$ cat src/rtl/hcdc_pkg.sv
// Package with types, constants and the CRC byte function of the header check block.
`timescale 1ns / 1ps

package hcdc_pkg;

  localparam logic [3:0]  HDR_LEN       = 4'd6;
  localparam logic [3:0]  PAYLOAD_START = 4'd14;
  localparam logic [7:0]  DECODE_BIAS   = 8'h15;
  localparam logic [2:0]  PHASE_LAST    = 3'd5;
  localparam logic [31:0] CRC_POLY      = 32'hDB71_0641;

  localparam int QUEUE_DEPTH = 2;
  localparam int QPTR_W      = $clog2(QUEUE_DEPTH);
  localparam int QCNT_W      = $clog2(QUEUE_DEPTH + 1);

  typedef enum logic [1:0] {
    KIND_HEADER   = 2'd0,
    KIND_CRC_TEXT = 2'd1,
    KIND_PAYLOAD  = 2'd2
  } byte_kind_t;

  typedef enum logic [1:0] {
    STATUS_OK         = 2'd0,
    STATUS_SHORT      = 2'd1,
    STATUS_BAD_HEADER = 2'd2
  } blob_status_t;

  // One classified byte on its way from the front to the back.
  typedef struct packed {
    logic [7:0]   data;
    byte_kind_t   kind;
    blob_status_t status;
    logic         fin;
  } hcdc_entry_t;

  // ASCII magic "DGDATA", one character per header position.
  function automatic logic [7:0] magic_char(input logic [2:0] idx);
    logic [7:0] c;
    case (idx)
      3'd0:    c = 8'h44;
      3'd1:    c = 8'h47;
      3'd2:    c = 8'h44;
      3'd3:    c = 8'h41;
      3'd4:    c = 8'h54;
      3'd5:    c = 8'h41;
      default: c = 8'h00;
    endcase
    return c;
  endfunction

  // Reflected CRC update over one byte; the shift keeps bit 31.
  function automatic logic [31:0] crc_byte(input logic [31:0] crc, input logic [7:0] d);
    logic [31:0] v;
    v = {24'h0, d ^ crc[7:0]};
    for (int k = 0; k < 8; k++) begin
      if (v[0]) begin
        v = v ^ CRC_POLY;
      end
      v = {v[31], v[31:1]};
    end
    return {8'h00, crc[31:8]} ^ v;
  endfunction

endpackage

$ cat src/rtl/hcdc_if.sv
// Valid/ready channel interfaces for input bytes and result items.
`timescale 1ns / 1ps

interface hcdc_in_if;
  logic       valid;
  logic       ready;
  logic [7:0] in_byte;
  logic       is_final;

  modport source (output valid, output in_byte, output is_final, input ready);
  modport sink   (input valid, input in_byte, input is_final, output ready);
endinterface

interface hcdc_out_if;
  logic        valid;
  logic        ready;
  logic [7:0]  out_byte;
  logic [1:0]  byte_kind;
  logic [31:0] crc_value;
  logic [1:0]  blob_status;
  logic        end_mark;

  modport source (output valid, output out_byte, output byte_kind, output crc_value,
                  output blob_status, output end_mark, input ready);
  modport sink   (input valid, input out_byte, input byte_kind, input crc_value,
                  input blob_status, input end_mark, output ready);
endinterface

$ cat src/rtl/header_check_deobfuscate_crc_core.sv
// Top level of the blob header check, payload decode and CRC block.
//
//   channel  direction  transaction
//   in_ch    sink       in_byte, is_final
//   out_ch   source     out_byte, byte_kind, crc_value, blob_status, end_mark
//
// One byte per cycle is accepted while the queue is not full, and one result per byte is given, in order.
// An accepted byte is written into a queue slot before it reaches the result register;
// the CRC byte update in the back end sets the clock path.
// Synchronous active-low reset empties the queue and clears all blob state.
// A two-entry queue parts the front from the back, so a stalled output holds
// results while input keeps flowing until the queue fills.
`timescale 1ns / 1ps

module header_check_deobfuscate_crc_core (
  input  logic       clk,
  input  logic       rst_n,
  hcdc_in_if.sink    in_ch,
  hcdc_out_if.source out_ch
);
  import hcdc_pkg::*;

  logic        push, q_full, q_valid, pop;
  hcdc_entry_t push_entry, q_entry;

  hcdc_front u_front (
    .clk        (clk),
    .rst_n      (rst_n),
    .in_valid   (in_ch.valid),
    .in_ready   (in_ch.ready),
    .in_byte    (in_ch.in_byte),
    .is_final   (in_ch.is_final),
    .push       (push),
    .push_entry (push_entry),
    .q_full     (q_full)
  );

  hcdc_queue u_queue (
    .clk        (clk),
    .rst_n      (rst_n),
    .push       (push),
    .push_entry (push_entry),
    .full       (q_full),
    .q_valid    (q_valid),
    .pop        (pop),
    .q_entry    (q_entry)
  );

  hcdc_back u_back (
    .clk     (clk),
    .rst_n   (rst_n),
    .q_valid (q_valid),
    .q_entry (q_entry),
    .pop     (pop),
    .out_ch  (out_ch)
  );

endmodule

$ cat src/rtl/hcdc_front.sv
// Front end: tracks blob position, checks the magic, decodes payload bytes.
`timescale 1ns / 1ps

module hcdc_front (
  input  logic               clk,
  input  logic               rst_n,
  input  logic               in_valid,
  output logic               in_ready,
  input  logic [7:0]         in_byte,
  input  logic               is_final,
  output logic               push,
  output hcdc_pkg::hcdc_entry_t push_entry,
  input  logic               q_full
);
  import hcdc_pkg::*;

  logic [3:0] position_r, position_nxt;
  logic       magic_ok_r, magic_ok_nxt;
  logic [2:0] phase_r, phase_nxt;

  logic       is_header, is_text, mismatch, magic_now;

  assign in_ready = !q_full;
  assign push     = in_valid && in_ready;

  always_comb begin
    is_header = position_r < HDR_LEN;
    is_text   = !is_header && (position_r < PAYLOAD_START);
    mismatch  = in_byte != magic_char(position_r[2:0]);
    magic_now = magic_ok_r && !(is_header && mismatch);

    push_entry.fin    = is_final;
    push_entry.status = STATUS_OK;
    if (is_header) begin
      push_entry.data = in_byte;
      push_entry.kind = KIND_HEADER;
    end else if (is_text) begin
      push_entry.data = in_byte;
      push_entry.kind = KIND_CRC_TEXT;
    end else begin
      push_entry.data = in_byte - DECODE_BIAS - {5'b0, phase_r};
      push_entry.kind = KIND_PAYLOAD;
    end
    if (is_final) begin
      // A short blob wins over a header mismatch.
      if (position_r < PAYLOAD_START - 4'd1) begin
        push_entry.status = STATUS_SHORT;
      end else if (!magic_now) begin
        push_entry.status = STATUS_BAD_HEADER;
      end
    end
  end

  always_comb begin
    position_nxt = position_r;
    magic_ok_nxt = magic_ok_r;
    phase_nxt    = phase_r;
    if (push) begin
      if (is_final) begin
        position_nxt = 4'd0;
        magic_ok_nxt = 1'b1;
        phase_nxt    = 3'd0;
      end else begin
        magic_ok_nxt = magic_now;
        if (position_r < PAYLOAD_START) begin
          position_nxt = position_r + 4'd1;
        end else begin
          phase_nxt = (phase_r >= PHASE_LAST) ? 3'd0 : phase_r + 3'd1;
        end
      end
    end
  end

  always_ff @(posedge clk) begin
    if (!rst_n) begin
      position_r <= 4'd0;
      magic_ok_r <= 1'b1;
      phase_r    <= 3'd0;
    end else begin
      position_r <= position_nxt;
      magic_ok_r <= magic_ok_nxt;
      phase_r    <= phase_nxt;
    end
  end

  a_pos_sat: assert property (@(posedge clk) disable iff (!rst_n)
    position_r <= PAYLOAD_START && phase_r <= PHASE_LAST)
    else $error("front position or phase out of range");

  a_fin_clears: assert property (@(posedge clk) disable iff (!rst_n)
    push && is_final |=> position_r == 4'd0 && magic_ok_r && phase_r == 3'd0)
    else $error("front state not cleared after final byte");

endmodule

$ cat src/rtl/hcdc_queue.sv
// Two-entry queue between the front end and the CRC back end.
`timescale 1ns / 1ps

module hcdc_queue (
  input  logic                  clk,
  input  logic                  rst_n,
  input  logic                  push,
  input  hcdc_pkg::hcdc_entry_t push_entry,
  output logic                  full,
  output logic                  q_valid,
  input  logic                  pop,
  output hcdc_pkg::hcdc_entry_t q_entry
);
  import hcdc_pkg::*;

  hcdc_entry_t       slot_r [QUEUE_DEPTH];
  logic [QPTR_W-1:0] wr_ptr_r, wr_ptr_nxt;
  logic [QPTR_W-1:0] rd_ptr_r, rd_ptr_nxt;
  logic [QCNT_W-1:0] count_r, count_nxt;

  assign full    = count_r == QCNT_W'(QUEUE_DEPTH);
  assign q_valid = count_r != '0;
  assign q_entry = slot_r[rd_ptr_r];

  always_comb begin
    wr_ptr_nxt = wr_ptr_r;
    rd_ptr_nxt = rd_ptr_r;
    count_nxt  = count_r;
    if (push) begin
      wr_ptr_nxt = (wr_ptr_r == QPTR_W'(QUEUE_DEPTH - 1)) ? '0 : wr_ptr_r + QPTR_W'(1);
    end
    if (pop) begin
      rd_ptr_nxt = (rd_ptr_r == QPTR_W'(QUEUE_DEPTH - 1)) ? '0 : rd_ptr_r + QPTR_W'(1);
    end
    if (push && !pop) begin
      count_nxt = count_r + QCNT_W'(1);
    end else if (pop && !push) begin
      count_nxt = count_r - QCNT_W'(1);
    end
  end

  always_ff @(posedge clk) begin
    if (!rst_n) begin
      wr_ptr_r <= '0;
      rd_ptr_r <= '0;
      count_r  <= '0;
    end else begin
      wr_ptr_r <= wr_ptr_nxt;
      rd_ptr_r <= rd_ptr_nxt;
      count_r  <= count_nxt;
    end
  end

  always_ff @(posedge clk) begin
    if (push) begin
      slot_r[wr_ptr_r] <= push_entry;
    end
  end

endmodule

$ cat src/rtl/hcdc_back.sv
// Back end: runs the CRC over decoded payload bytes and holds the result register.
`timescale 1ns / 1ps

module hcdc_back (
  input  logic                  clk,
  input  logic                  rst_n,
  input  logic                  q_valid,
  input  hcdc_pkg::hcdc_entry_t q_entry,
  output logic                  pop,
  hcdc_out_if.source            out_ch
);
  import hcdc_pkg::*;

  logic [31:0]  crc_r, crc_nxt;
  logic         out_valid_r, out_valid_nxt;
  logic [7:0]   out_byte_r;
  byte_kind_t   kind_r;
  logic [31:0]  crc_out_r;
  blob_status_t status_r;
  logic         end_r;

  // The result register is refilled in the same cycle that it is taken.
  assign pop = q_valid && (!out_valid_r || out_ch.ready);

  always_comb begin
    crc_nxt = crc_r;
    if (q_entry.kind == KIND_PAYLOAD) begin
      crc_nxt = crc_byte(crc_r, q_entry.data);
    end
  end

  always_comb begin
    out_valid_nxt = out_valid_r;
    if (pop) begin
      out_valid_nxt = 1'b1;
    end else if (out_ch.ready) begin
      out_valid_nxt = 1'b0;
    end
  end

  always_ff @(posedge clk) begin
    if (!rst_n) begin
      crc_r       <= 32'h0;
      out_valid_r <= 1'b0;
    end else begin
      out_valid_r <= out_valid_nxt;
      if (pop) begin
        crc_r <= q_entry.fin ? 32'h0 : crc_nxt;
      end
    end
  end

  always_ff @(posedge clk) begin
    if (pop) begin
      out_byte_r <= q_entry.data;
      kind_r     <= q_entry.kind;
      crc_out_r  <= crc_nxt;
      status_r   <= q_entry.status;
      end_r      <= q_entry.fin;
    end
  end

  assign out_ch.valid       = out_valid_r;
  assign out_ch.out_byte    = out_byte_r;
  assign out_ch.byte_kind   = kind_r;
  assign out_ch.crc_value   = crc_out_r;
  assign out_ch.blob_status = status_r;
  assign out_ch.end_mark    = end_r;

  a_status_only_at_end: assert property (@(posedge clk) disable iff (!rst_n)
    out_valid_r && !end_r |-> status_r == STATUS_OK)
    else $error("status reported before the final byte");

  a_crc_zero_before_payload: assert property (@(posedge clk) disable iff (!rst_n)
    out_valid_r && kind_r != KIND_PAYLOAD |-> crc_out_r == 32'h0)
    else $error("nonzero CRC on a header or CRC text byte");

  a_crc_cleared: assert property (@(posedge clk) disable iff (!rst_n)
    pop && q_entry.fin |=> crc_r == 32'h0)
    else $error("CRC not cleared after final byte");

endmodule

$ cat src/flat_wrapper.sv
// flat-port wrapper written by rule: the top's interface ports become plain ports
module header_check_deobfuscate_crc_core_flat import hcdc_pkg::*;
  (clk, rst_n, in_ch_valid, in_ch_in_byte, in_ch_is_final, in_ch_ready, out_ch_valid, out_ch_out_byte, out_ch_byte_kind, out_ch_crc_value, out_ch_blob_status, out_ch_end_mark, out_ch_ready);
  hcdc_in_if in_ch_i ();
  hcdc_out_if out_ch_i ();
  input  logic clk;
  input  logic rst_n;
  input wire logic [$bits(in_ch_i.valid)-1:0] in_ch_valid;
  input wire logic [$bits(in_ch_i.in_byte)-1:0] in_ch_in_byte;
  input wire logic [$bits(in_ch_i.is_final)-1:0] in_ch_is_final;
  output wire logic [$bits(in_ch_i.ready)-1:0] in_ch_ready;
  output wire logic [$bits(out_ch_i.valid)-1:0] out_ch_valid;
  output wire logic [$bits(out_ch_i.out_byte)-1:0] out_ch_out_byte;
  output wire logic [$bits(out_ch_i.byte_kind)-1:0] out_ch_byte_kind;
  output wire logic [$bits(out_ch_i.crc_value)-1:0] out_ch_crc_value;
  output wire logic [$bits(out_ch_i.blob_status)-1:0] out_ch_blob_status;
  output wire logic [$bits(out_ch_i.end_mark)-1:0] out_ch_end_mark;
  input wire logic [$bits(out_ch_i.ready)-1:0] out_ch_ready;
  assign in_ch_i.valid = in_ch_valid;
  assign in_ch_i.in_byte = in_ch_in_byte;
  assign in_ch_i.is_final = in_ch_is_final;
  assign in_ch_ready = in_ch_i.ready;
  assign out_ch_valid = out_ch_i.valid;
  assign out_ch_out_byte = out_ch_i.out_byte;
  assign out_ch_byte_kind = out_ch_i.byte_kind;
  assign out_ch_crc_value = out_ch_i.crc_value;
  assign out_ch_blob_status = out_ch_i.blob_status;
  assign out_ch_end_mark = out_ch_i.end_mark;
  assign out_ch_i.ready = out_ch_ready;
  header_check_deobfuscate_crc_core u_core (.clk(clk), .rst_n(rst_n), .in_ch(in_ch_i), .out_ch(out_ch_i));
endmodule
$ cat config.mk
export PLATFORM = sky130hd
export DESIGN_NAME = header_check_deobfuscate_crc_core_flat
export DESIGN_NICKNAME = d
export VERILOG_FILES = /design/src/rtl/hcdc_pkg.sv /design/src/rtl/hcdc_if.sv /design/src/rtl/header_check_deobfuscate_crc_core.sv /design/src/rtl/hcdc_front.sv /design/src/rtl/hcdc_queue.sv /design/src/rtl/hcdc_back.sv /design/src/flat_wrapper.sv
export SDC_FILE = /design/constraint.sdc
export NUM_CORES = 1
export LEC_CHECK = 0
export BUFFER_PORTS_ARGS = -buffer_cell sky130_fd_sc_hd__clkbuf_2
export CAP_MARGIN = 20
export CORE_AREA = 10 10 109 111
export DETAILED_ROUTE_END_ITERATION = 12
export DIE_AREA = 0 0 119 121
export PLACE_DENSITY = 0.78
export SLEW_MARGIN = 20
export SYNTH_ARGS = -nofsm -noshare
export SYNTH_HDL_FRONTEND = slang
export SYNTH_HIERARCHICAL = 1
export SYNTH_SLANG_ARGS = --single-unit
$ cat constraint.sdc
create_clock -name clk -period 3.9 [get_ports clk]
set_clock_uncertainty 0.05 [all_clocks]
set_input_delay 0.39 -clock clk [delete_from_list [all_inputs] [get_ports clk]]
set_output_delay 0.39 -clock clk [all_outputs]
set_load 0.005 [all_outputs]
==> reports/summary.txt <==
combinational fraction of design power: 39.6%
cell at the root of the clock tree: sky130_fd_sc_hd__clkbuf_8
cell with the most instances on the worst path: sky130_fd_sc_hd__xnor2_1
Gates resized, CTS repair: 0
Routed Antenna Nets: 0
die outline width: 119 um
static leakage: 2.61 nW
Hold WC Path Type: in -> reg
die extent in y: 121 um
worst-path cell with the longest stage delay: sky130_fd_sc_hd__dfxtp_1
# Max-Cap Violations: 0
share of the synthesized area in compound gates (AO/OA/AOI/OAI): 10.0%
synth warn: 6
number of cells produced by synthesis: 492
tightest slew margin relative to the limit: 44.6%
per-instance average area after synthesis: 11.5 sq um
via count: 3875
share of the yosys chip area belonging to registers: 54.1%
initial antenna violation count: 0
Netlist cell types: 50
First-pass DRT Iterations: 4
number of buffers and inverters on the critical path: 0
Filler Cell Count: 699
ant diodes: 0
fraction of the mapped netlist area in adder cells: 4.13%
weighted congestion at the end of routability-driven global placement: 0.898
clock period minus final worst setup slack: 3.01 ns
main combinational cell family by area after synthesis: XOR/XNOR gates
pre-CTS setup slack: 0.921 ns
Hold Buf Count CTS: 0
start point of the worst hold path: in_ch_is_final
TritonCTS clock tree: done
Max VDD drop: 0.632 mV
async set-or-reset flop fraction in the synthesized netlist: 0%
critical path data arrival time: 3.20 ns
P_sw: 0.00206 W
initial cell density of the core: 58.5%
setup bufs post-CTS: 0
share of the synthesized area in the top cell type: 37.8%
cell accounting for the most synthesized area: sky130_fd_sc_hd__edfxtp_1
power density cells: 887 mW/mm^2
Die Outline Area: 0.0144 sq mm
number of nets in the final layout: 591
Top Ports: 60
Post-synth EDFFs: 71
Total Wirelength: 12.3 mm
count of endpoints failing setup in the final report: 0
critical path fanouts, max: 13
first-pass GRT wire length: 20.1 mm
gate family responsible for the most delay along the worst path: XOR/XNOR gates
maximum operating frequency: 0.332 GHz
worst-skew pair later-pin latency: 0.51 ns
setup repair after global routing missed its margin: no
Internal Power: 0.00388 W
Max Buffers Root-to-Sink: 2
synthesized netlist net count: 523
count of pins over their slew limit: 0
Reg clk slew, reported paths: 0.06 ns
Reg power frac: 33.3%
number of storage elements in the synthesis netlist: 117
worst r2r path cells: 6
end point of the most critical hold path: u_core/u_queue/slot_r[1][0]$_DFFE_PP_
post-synthesis share of cell area spent on and, or, nand and nor gates: 11.1%
maximum number of pins on one net before global-route repair: 59
post-synthesis xor/xnor area fraction: 15.2%
Net Sw Frac: 34.7%
Clock Sinks: 117
wire length per cell: 17.4 um
CP max stage delay: 0.72 ns
category of the worst setup path capture point: flip-flop
post-route setup slack: 0.887 ns
status: complete, no violations
crit path kind: reg -> reg
count of unresolved DRC violations after routing: 0
Row Count: 36
number of global-route vias before repair: 3942
CTS Buf Count: 17
reg2reg setup slack: 0.89 ns
top cell types by occurrence after synthesis: sky130_fd_sc_hd__edfxtp_1 (71), sky130_fd_sc_hd__nand2_1 (59), sky130_fd_sc_hd__xnor2_1 (52)
Hold Path Stages: 1
worst-path cell chain: mux2_2, xnor2_1, xor2_1, xnor2_1, xnor2_1, o21ai_0
synthesis-to-layout area growth: 18.7%
aggregate global routing overflow: 0
violation count after the first detailed-routing iteration: 300
number of buffers inserted by port buffering: 59
Detailed Place HPWL: 8.63 mm
startpoint types: flip-flop
critical path data required time: 4.08 ns
core box area: 0.00964 sq mm
leading register cell type out of synthesis: sky130_fd_sc_hd__edfxtp_1
global routing usage summed across all routing layers: 17.7%
count of final hold-check violations: 0
layout cell share with drive strength beyond 1: 21.6%
setup tns final: 0 ns
H-tree levels: 4
post-route fraction of the period consumed by the critical path: 77.3%
synthesized area: 0.00564 sq mm
top area cells in the synthesized netlist: sky130_fd_sc_hd__edfxtp_1 (38%), sky130_fd_sc_hd__dfxtp_1 (16%), sky130_fd_sc_hd__xnor2_1 (8.1%)
critical register-to-register path endpoint: u_core/u_back/out_ch.crc_value[17]$_DFFE_PP_
slew at the pin with the worst max-slew slack: 0.825 ns
most used standard cell by instance count after synthesis: sky130_fd_sc_hd__edfxtp_1
via count normalized by instance count: 5.49
clock share of power: 27.0%
proportion of synthesized area in mux cells: 2.77%
## metrics by stage
step | cells | power, W | cell area (sq um) | utilization (%) | hold slack, ns
floorplan | 492 | 0.00362 | 5640 | - | 0.405
global placement | 674 | 0.00426 | 6080 | 63.0 | 0.422
detailed placement | 674 | 0.00434 | 6080 | 63.0 | 0.437
CTS | 706 | 0.00598 | 6700 | 69.5 | 0.0889
global route | 706 | 0.00630 | 6700 | 69.5 | 0.0953
finish | 706 | 0.00594 | 6700 | 69.5 | 0.122
## area by class of cell
cell class	instances	area (sq um)	area share, %
repair buffers	64	333	4.97
well taps	133	166	2.48
multi-input cells	339	2440	36.5
inverters	21	78.8	1.18
clock buffers	19	442	6.59
flip-flops and latches	117	3050	45.6
clock inverters	13	180	2.69
## sequential cells by signal (all words and copies together) (netlist names), named ones only
register                          flops
u_core/u_queue/wr_ptr_r               1
u_core/u_back/out_ch.byte_kind        2
u_core/u_back/out_ch.end_mark         1
u_core/u_back/out_ch.crc_value       32
u_core/u_queue/rd_ptr_r               1
u_core/u_front/phase_r                3
u_core/u_queue/count_r                2
u_core/u_back/out_ch.out_byte         8
u_core/u_back/out_ch.valid            1
u_core/u_queue/slot_r                26
u_core/u_back/crc_r                  32
u_core/u_front/magic_ok_r             1
u_core/u_front/position_r             4
u_core/u_back/out_ch.blob_status      2
## power groups by stage
stage / Sequential, W / Clock (W) / Combinational (W)
floorplan: 0.00199 / 0 / 0.00163
CTS: 0.00198 / 0.00163 / 0.00237
finish: 0.00198 / 0.00161 / 0.00235
detailed placement: 0.00200 / 0 / 0.00234
global placement: 0.00199 / 0 / 0.00227
global route: 0.00202 / 0.00169 / 0.00259
## per-layer routing
layer,up-vias,track usage (%),wire (um)
met3,13,5.91,821
met5,-,0,0
li1,1841,-,-
met4,0,6.95,204
met1,1892,22.1,5350
met2,129,27.8,5890
## logic make-up after synthesis
group	after synthesis
AND/OR/NAND/NOR	131
flip-flops	117
AO/OA/AOI/OAI	92
XOR/XNOR	84
buffers and inverters	36
adder cells (fa/ha/maj)	18
multiplexers	14
## worst max-delay path by stage
stage,endpoint,slack (ns),depth (start not counted)
floorplan,u_core/u_queue/count_r[1]$_SDFFE_PN0P_,1.15,8
global placement,u_core/u_back/out_ch.crc_value[18]$_DFFE_PP_,1.05,6
detailed placement,u_core/u_back/out_ch.crc_value[17]$_DFFE_PP_,0.92,6
CTS,u_core/u_back/out_ch.crc_value[17]$_DFFE_PP_,0.89,6
global route,u_core/u_back/out_ch.crc_value[25]$_DFFE_PP_,0.69,6
finish,u_core/u_back/out_ch.crc_value[17]$_DFFE_PP_,0.89,6
## layout by cell type (no fill, tap or decap), types with 5 or more instances in the layout
| cell type | n |
|---|---|
| sky130_fd_sc_hd__nor2b_1 | 15 |
| sky130_fd_sc_hd__clkinvlp_4 | 5 |
| sky130_fd_sc_hd__a21oi_1 | 6 |
| sky130_fd_sc_hd__inv_1 | 19 |
| sky130_fd_sc_hd__edfxtp_1 | 71 |
| sky130_fd_sc_hd__xor2_1 | 22 |
| sky130_fd_sc_hd__nand2_1 | 59 |
| sky130_fd_sc_hd__nor2_1 | 19 |
| sky130_fd_sc_hd__ha_1 | 17 |
| sky130_fd_sc_hd__a22oi_1 | 5 |
| sky130_fd_sc_hd__buf_4 | 5 |
| sky130_fd_sc_hd__xnor2_1 | 52 |
| sky130_fd_sc_hd__o21ai_0 | 49 |
| sky130_fd_sc_hd__a21o_1 | 5 |
| sky130_fd_sc_hd__nand3_1 | 6 |
| sky130_fd_sc_hd__o21a_1 | 9 |
| sky130_fd_sc_hd__clkbuf_2 | 59 |
| sky130_fd_sc_hd__dfxtp_1 | 46 |
| sky130_fd_sc_hd__mux2_2 | 13 |
| sky130_fd_sc_hd__clkbuf_16 | 16 |
| sky130_fd_sc_hd__and2_1 | 10 |
(Power assumes the default switching activity.)
